==> config.mk <==
export PLATFORM = sky130hd
export DESIGN_NAME = cpfa_ram
export DESIGN_NICKNAME = d
export VERILOG_FILES = /design/src/rtl/core/cpfa_ram.sv
export SDC_FILE = /design/constraint.sdc
export NUM_CORES = 1
export LEC_CHECK = 0
export CAP_MARGIN = 10
export CORE_ASPECT_RATIO = 0.5
export CORE_UTILIZATION = 60
export DETAILED_ROUTE_END_ITERATION = 12
export DONT_BUFFER_PORTS = 1
export GPL_ROUTABILITY_DRIVEN = 0
export PLACE_DENSITY = 0.76
export SLEW_MARGIN = 20
export SYNTH_ARGS = -nofsm -noshare
export SYNTH_HDL_FRONTEND = slang
export SYNTH_SLANG_ARGS = --single-unit
==> constraint.sdc <==
create_clock -name clk -period 2 [get_ports clk]
set_input_delay 0.2 -clock clk [delete_from_list [all_inputs] [get_ports clk]]
set_output_delay 0.2 -clock clk [all_outputs]
set_load 0.05 [all_outputs]
==> src/rtl/core/cpfa_ram.sv <==
module cpfa_ram #(
  parameter int WIDTH = 8,
  parameter int DEPTH = 16
) (
  input  logic                     clk,
  input  logic                     we,
  input  logic [$clog2(DEPTH)-1:0] waddr,
  input  logic [WIDTH-1:0]         wdata,
  input  logic                     re,
  input  logic [$clog2(DEPTH)-1:0] raddr,
  output logic [WIDTH-1:0]         rdata
);

  logic [WIDTH-1:0] mem [DEPTH];

  always_ff @(posedge clk) begin
    if (we) begin
      mem[waddr] <= wdata;
    end
    if (re) begin
      rdata <= mem[raddr];
    end
  end

endmodule

# == Word-level counts from Yosys, hierarchy flattened ==
# Memory sizes are Yosys's and may differ from the RTL's. A register that Yosys moved wholly into a read port is not among the register bits.
# Cells that the tools add are included.
# totals
register_bits,0
output_inout_bits,8
elab_cells,3
ram_bits,128
memories,1
# classes
muxes,2
# memory_table
memory,words,word_bits,read_ports,rd_ports_with_merged_regs,wr,line_no,rtl
mem,16,8,1,1,1,14,logic [WIDTH-1:0] mem [DEPTH];
# op_table
op,count
$mux W1,2

# == Depth between registers and ports, before layout ==
# Gate-level depths: netlist (run 1).
# depth
word_depth,2
depth_mapped,5

# == Worst setup path before layout (run 1) ==
# OpenSTA, ideal clock, no wires.
# synth_path
kind,input port to flip-flop
startpoint,input waddr[2]
endpoint,"memory mem[0][0], enable pin"
path_slack_ns,0.307
t_required_ns,1.617
path_buffers,0
arrival_ns,1.310
path_stages,2
path_cell_list,or3b_2 -> nor3_1
# synth_lines
element,line_no,rtl
start: declaration,7,"input logic [$clog2(DEPTH)-1:0] waddr,"
end: declaration,14,
# No word-level cell before the write port.

==> results.sh, run 1 <==
export IMPL_place_ws_ns=0.444
export IMPL_finalPower_mw=6.22
export IMPL_fin_crit_ns=1.56
export IMPL_yosysUniqueCellTypes=18
export IMPL_fin_crit_sh=0.782
export IMPL_root_buffer="clkbuf_16"
export IMPL_cp_startpoint="mem[5][1]"
export IMPL_avgSynthCellArea_sq_um=22.8
export IMPL_skew_ns=0.00704
export IMPL_drcViolationCount=0
export IMPL_timing_final_ws_setup_ns=0.436
export IMPL_overflow=0
export IMPL_worstSkewPairLatency_ns=0.41
export IMPL_setup_tns_ns=0
export IMPL_setup_violations=0
export IMPL_start_kind="register"
export IMPL_final_cell_area_sq_um=6000
export IMPL_arrival_ns=1.72
export IMPL_p_switching_mw=1.24
export IMPL_synth_top_area_frac=0.781
export IMPL_slew_headroom=0.547
export IMPL_slew_violations=0
export IMPL_ant_nets=0
export IMPL_max_freq_ghz=0.639
export IMPL_rows=23
export IMPL_min_from="waddr[0]"
export IMPL_maxCapViolCount=0
export IMPL_cts_resized=0
export IMPL_clock_sinks=136
export IMPL_antenna_found_initial=1
export IMPL_drtPass1Iterations=5
export IMPL_crit_chain="mux4_1 > a22oi_1 > nand2_1"
export IMPL_wl_microns=10300
export IMPL_syn_inst=229
export IMPL_critical_path_class="reg2reg"
export IMPL_placed_area_sq_um=5410
export IMPL_p_int_mw=4.98
export IMPL_tritoncts="yes"
export IMPL_dieArea_sq_um=9110
export IMPL_fillers=467
export IMPL_clockBufferDepth=2
export IMPL_grt_first_pass_wirelength_microns=14900
export IMPL_grt_total_usage=0.254
export IMPL_h_tree_depth=4
export IMPL_crit_buf_inv=0
export IMPL_routed_via_density=6.47
export IMPL_tightest_slew_ns=0.677
export IMPL_dp_hpwl_microns=5740
export IMPL_critPathTopFamily="multiplexers"
export IMPL_yosys_top_cells_area="edfxtp_1 78%, mux4_2 7.8%, mux4_1 7.0%"
export IMPL_coreArea_sq_um=8230
export IMPL_drive_gt1_frac=0.212
export IMPL_crit_slowest_cell="mux4_1"
export IMPL_ys_dominant_reg_cell="edfxtp_1"
export IMPL_min_delay_path_class="in2reg"
export IMPL_yosysTopAreaCell="edfxtp_1"
export IMPL_final_hold_viol_count=0
export IMPL_synthArstFlopShare=0
export IMPL_rsz0062_at_grt="false"
export IMPL_die_h_microns=68
export IMPL_nNetsFinal=283
export IMPL_final_cells=386
export IMPL_drt_iter0_drc=274
export IMPL_powerDensity_nw_per_um2=1040
export IMPL_routed_via_count=2497
export IMPL_pwr_share_clk=0.435
export IMPL_rr_startpoint="mem[5][1]"
export IMPL_combPwrFrac=0.038
export IMPL_grt_max_degree=33
export IMPL_max_stage_delay_ns=0.57
export IMPL_fin_hold_ws_ns=0.161
export IMPL_portBuffers=0
export IMPL_seqPwrFrac=0.528
export IMPL_cp_max_fo=1
export IMPL_cts_setup_buffers=0
export IMPL_mappedNetlistArea_sq_um=5230
export IMPL_synthTopCellsByCount="136 x edfxtp_1, 18 x mux4_2, 16 x a22oi_1"
export IMPL_cts_buffers=17
export IMPL_ir_worst_vdd_uv=683
export IMPL_swShare=0.199
export IMPL_worstPathRequired_ns=2.15
export IMPL_ys_seq_elements=136
export IMPL_die_width_microns=134
export IMPL_grt_pass1_vias=2406
export IMPL_ys_warn_count=0
export IMPL_final_util=0.729
export IMPL_initial_core_util=0.635
export IMPL_status="finished, final reports clean"
export IMPL_synth_most_common_cell="edfxtp_1"
export IMPL_wl_per_cell_microns=26.7
export IMPL_syn2layout_area_growth_pct=14.8
export IMPL_yosysSeqAreaShare=0.781
export IMPL_synth_edf_count=136
export IMPL_dp_cells=348
export IMPL_synth_fp_nets=248
export IMPL_cellLeakagePower_nw=1.98
export IMPL_clk_pin_slew_ns=0.06
export IMPL_io_pins=27
export IMPL_crit_path_end_kind="register"
export IMPL_cts_hold_fix_buffers=9
layout make-up:
type / instances / area (sq um) / share of cell area
Antenna cell: 1 / 2.50 / 0.000417
Multi-Input combinational cell: 83 / 1060 / 0.176
Clock buffer: 21 / 440 / 0.0734
Timing Repair Buffer: 26 / 218 / 0.0363
Tap cell: 112 / 140 / 0.0234
Sequential cell: 136 / 4080 / 0.681
Clock inverter: 7 / 57.6 / 0.00959
routing by layer:
layer	wire length, microns	GRT usage
met1	4500	0.349
met2	4750	0.377
met3	949	0.101
met4	108	0.0838
met5	0	0
worst register-to-register path, delay by kind of cell, from the launching register on:
kind / cells / cell delay, ns
flip-flops: 1 / 0.36
multiplexers: 1 / 0.57
AND/OR/NAND/NOR: 1 / 0.11
AO/OA/AOI/OAI: 1 / 0.26
kinds of logic after synthesis:
| family | after synthesis | synth area share |
|---|---|---|
| AND/OR/NAND/NOR | 35 | 0.0314 |
| buffers and inverters | 10 | 0.0165 |
| multiplexers | 32 | 0.148 |
| AO/OA/AOI/OAI | 16 | 0.0230 |
| flip-flops | 136 | 0.781 |
path summary, 6_finish.rpt:
| check | end | slack (ns) | depth (start not counted) |
|---|---|---|---|
| max | rdata[1] | 0.44 | 3 |
| min | mem[0][6] | 0.16 | 2 |
| max reg2reg | rdata[1] | 0.44 | 3 |
| min reg2reg | rdata[6] | 0.77 | 3 |
cell usage in the layout, fill, tap and decap left out:
cell	synthesis	layout
nor3_1	4	4
bufinv_16	0	1
clkbuf_1	0	4
and2_1	1	1
nand2b_1	2	2
diode_2	0	1
mux4_1	14	14
nand3b_1	2	2
dlygate4sd3_1	0	9
clkinv_1	0	2
or3b_2	1	1
nand2_1	9	9
edfxtp_1	136	136
buf_4	1	17
nor2b_1	1	1
and2b_1	1	1
nand3_1	1	1
mux4_2	18	18
a22oi_1	16	16
clkinv_2	0	4
clkbuf_16	0	17
nor2_1	13	13
power groups by stage:
stage	combinational (mW)	sequential [mW]	clock, mW
3_5_place_dp	0.174	3.34	0
5_1_grt	0.248	3.29	2.82
3_3_place_gp	0.173	3.34	0
2_1_floorplan	0.162	3.33	0
6_report	0.234	3.29	2.71
4_1_cts	0.231	3.29	2.71
registers in the layout, indices dropped and copies added, names as in the netlist:
signal	flops
mem	128
rdata	8
Note: power is estimated with default switching activity, not from simulation.
==> run 2: changes to the inputs <==
--- a/config.mk
+++ b/config.mk
@@ -7,11 +7,11 @@
 export LEC_CHECK = 0
 export CAP_MARGIN = 10
 export CORE_ASPECT_RATIO = 0.5
-export CORE_UTILIZATION = 60
+export CORE_UTILIZATION = 56
 export DETAILED_ROUTE_END_ITERATION = 12
 export DONT_BUFFER_PORTS = 1
 export GPL_ROUTABILITY_DRIVEN = 0
-export PLACE_DENSITY = 0.76
+export PLACE_DENSITY = 0.74
 export SLEW_MARGIN = 20
 export SYNTH_ARGS = -nofsm -noshare
 export SYNTH_HDL_FRONTEND = slang
==> constraint.sdc (replaced) <==
create_clock -name clk -period 1.3 [get_ports clk]
set_input_delay 0.13 -clock clk [delete_from_list [all_inputs] [get_ports clk]]
set_output_delay 0.13 -clock clk [all_outputs]
set_load 0.05 [all_outputs]
==> run 2 against run 1 <==
Net effect:
- the run now ends with DRC, setup timing left
- via count decreased by 0.64%
- worst hold slack got worse by 0.069 ns
- clock power up 77%
- critical path type unchanged
- largest cell class unchanged
- count of clock-buffer cells in the layout is 3 lower
- critical path depth unchanged
- final cell count up 2.1%
==> results.sh, run 2 (synthesis gave the netlist of run 1 again) <==
export IMPL_timing_final_ws_setup_ns=-0.197
export IMPL_grt_max_degree=33
export IMPL_worstSkewPairLatency_ns=0.41
export IMPL_start_kind="register"
export IMPL_tritoncts="yes"
export IMPL_cp_max_fo=1
export IMPL_initial_core_util=0.588
export IMPL_cellLeakagePower_nw=1.97
export IMPL_fin_hold_ws_ns=0.0920
export IMPL_fin_crit_sh=1.15
export IMPL_largest_register="mem"
export IMPL_slew_headroom=0.416
export IMPL_pwr_share_clk=0.469
export IMPL_largest_reg_flops=128
export IMPL_arrival_ns=1.65
export IMPL_clock_sinks=136
export IMPL_slew_violations=0
export IMPL_crit_end="rdata[0]"
export IMPL_cts_setup_buffers=0
export IMPL_crit_slowest_cell="mux4_2"
export IMPL_routed_via_count=2481
export IMPL_swShare=0.191
export IMPL_critical_path_class="reg2reg"
export IMPL_rows=24
export IMPL_cts_buffers=17
export IMPL_antenna_found_initial=1
export IMPL_crit_chain="mux4_2 > a22oi_2 > nand2_1"
export IMPL_dp_hpwl_microns=5870
export IMPL_p_switching_mw=1.95
export IMPL_die_width_microns=139
export IMPL_fillers=517
export IMPL_coreArea_sq_um=8890
export IMPL_clk_pin_slew_ns=0.06
export IMPL_mostFrequentLayoutCell="edfxtp_1"
export IMPL_wl_per_cell_microns=25.8
export IMPL_combPwrFrac=0.037
export IMPL_final_hold_viol_count=0
export IMPL_finalPower_mw=10.2
export IMPL_grt_pass1_vias=2482
export IMPL_ant_nets=0
export IMPL_seqPwrFrac=0.495
export IMPL_syn2layout_area_growth_pct=16.5
export IMPL_tightest_slew_ns=0.874
export IMPL_wl_microns=10200
export IMPL_drive_gt1_frac=0.308
export IMPL_setup_violations=8
export IMPL_p_int_mw=8.27
export IMPL_max_stage_delay_ns=0.49
export IMPL_crit_path_end_kind="register"
export IMPL_cp_startpoint="mem[1][0]"
export IMPL_final_cell_mix="136 x edfxtp_1, 32 x mux4_2, 18 x buf_4"
export IMPL_h_tree_depth=4
export IMPL_root_buffer="clkbuf_16"
export IMPL_min_delay_path_class="in2reg"
export IMPL_max_freq_ghz=0.668
export IMPL_dieArea_sq_um=9750
export IMPL_reg_top3="mem x128, rdata x8"
export IMPL_maxCapViolCount=0
export IMPL_ff2ff_setup_slack_ns=-0.20
export IMPL_ir_worst_vdd_uv=886
export IMPL_overflow=0
export IMPL_rr_startpoint="mem[1][0]"
export IMPL_portBuffers=0
export IMPL_reg2reg_depth=3
export IMPL_min_from="waddr[1]"
export IMPL_nNetsFinal=284
export IMPL_grt_first_pass_wirelength_microns=15300
export IMPL_die_h_microns=70.3
export IMPL_io_pins=27
export IMPL_status="complete, but fails checks"
export IMPL_reg2reg_to="rdata[0]"
export IMPL_worstPathRequired_ns=1.45
export IMPL_fin_crit_ns=1.50
export IMPL_clockBufferDepth=2
export IMPL_rsz0062_at_grt="true"
export IMPL_drtPass1Iterations=9
export IMPL_powerDensity_nw_per_um2=1680
export IMPL_skew_ns=0.00675
export IMPL_violations="DRC, setup timing"
export IMPL_drcViolationCount=2
export IMPL_grt_total_usage=0.234
export IMPL_drt_iter0_drc=238
export IMPL_routed_via_density=6.30
==> run 2: routing by layer <==
layer | vias to the layer above | global-route usage | part of all wire
li1 | 1040 | - | -
met1 | 1284 | 0.332 | 0.43
met2 | 140 | 0.338 | 0.45
met3 | 17 | 0.0809 | 0.10
met4 | 0 | 0.0926 | 0.017
met5 | - | 0 | 0
==> run 2: per-stage QoR <==
step | util | instance area, sq um | instances | setup TNS (ns) | setup slack (ns)
final | 0.685 | 6090 | 394 | -1.13 | -0.197
after global routing | 0.685 | 6090 | 394 | -1.57 | -0.237
after CTS | 0.684 | 6080 | 393 | -1.13 | -0.198
after detailed placement | 0.606 | 5390 | 354 | -1.26 | -0.266
after global placement | 0.606 | 5390 | 354 | -1.00 | -0.190
after floorplan | - | 5230 | 229 | -3.17 | -0.0961
==> run 2: timing repair <==
| action | in CTS | in global routing |
|---|---|---|
| resized for setup | 5 | 1 |
| hold buffers | 9 | 0 |
| setup endpoints to repair | 8 | 8 |
| pin swaps | 1 | 2 |
| endpoints found under the hold margin | 136 | 0 |
==> run 2: power by group through the flow <==
stage	clock network [mW]	registers, mW	logic [mW]
floorplan	0	5.13	0.272
global placement	0	5.14	0.273
detailed placement	0	5.14	0.279
CTS	4.85	5.06	0.374
global route	5.02	5.06	0.401
finish	4.79	5.06	0.376
==> run 2: critical path: cells and delay by family (launching register included) <==
family          cells  cell delay (ns)
simple gates        1             0.11
flops               1             0.39
mux                 1             0.49
compound gates      1             0.25
==> run 2: how the worst min path moves through the flow <==
stage,slack [ns],depth (start not counted),to
2_1_floorplan,0.23,0,mem[0][0]
3_5_place_dp,0.23,0,mem[12][6]
6_report,0.09,2,mem[0][6]
3_3_place_gp,0.23,0,mem[8][6]
4_1_cts,0.08,2,mem[0][0]
5_1_grt,0.09,2,mem[0][0]
==> run 2: cell type report <==
type | instances | area (sq um) | share of cell area
tap | 117 | 146 | 0.0240
antenna | 1 | 2.50 | 0.000411
clock buffer | 18 | 429 | 0.0705
multi-input combinational | 83 | 1040 | 0.171
sequential | 136 | 4080 | 0.671
clock inverter | 12 | 159 | 0.0261
timing repair buffer | 27 | 225 | 0.0370
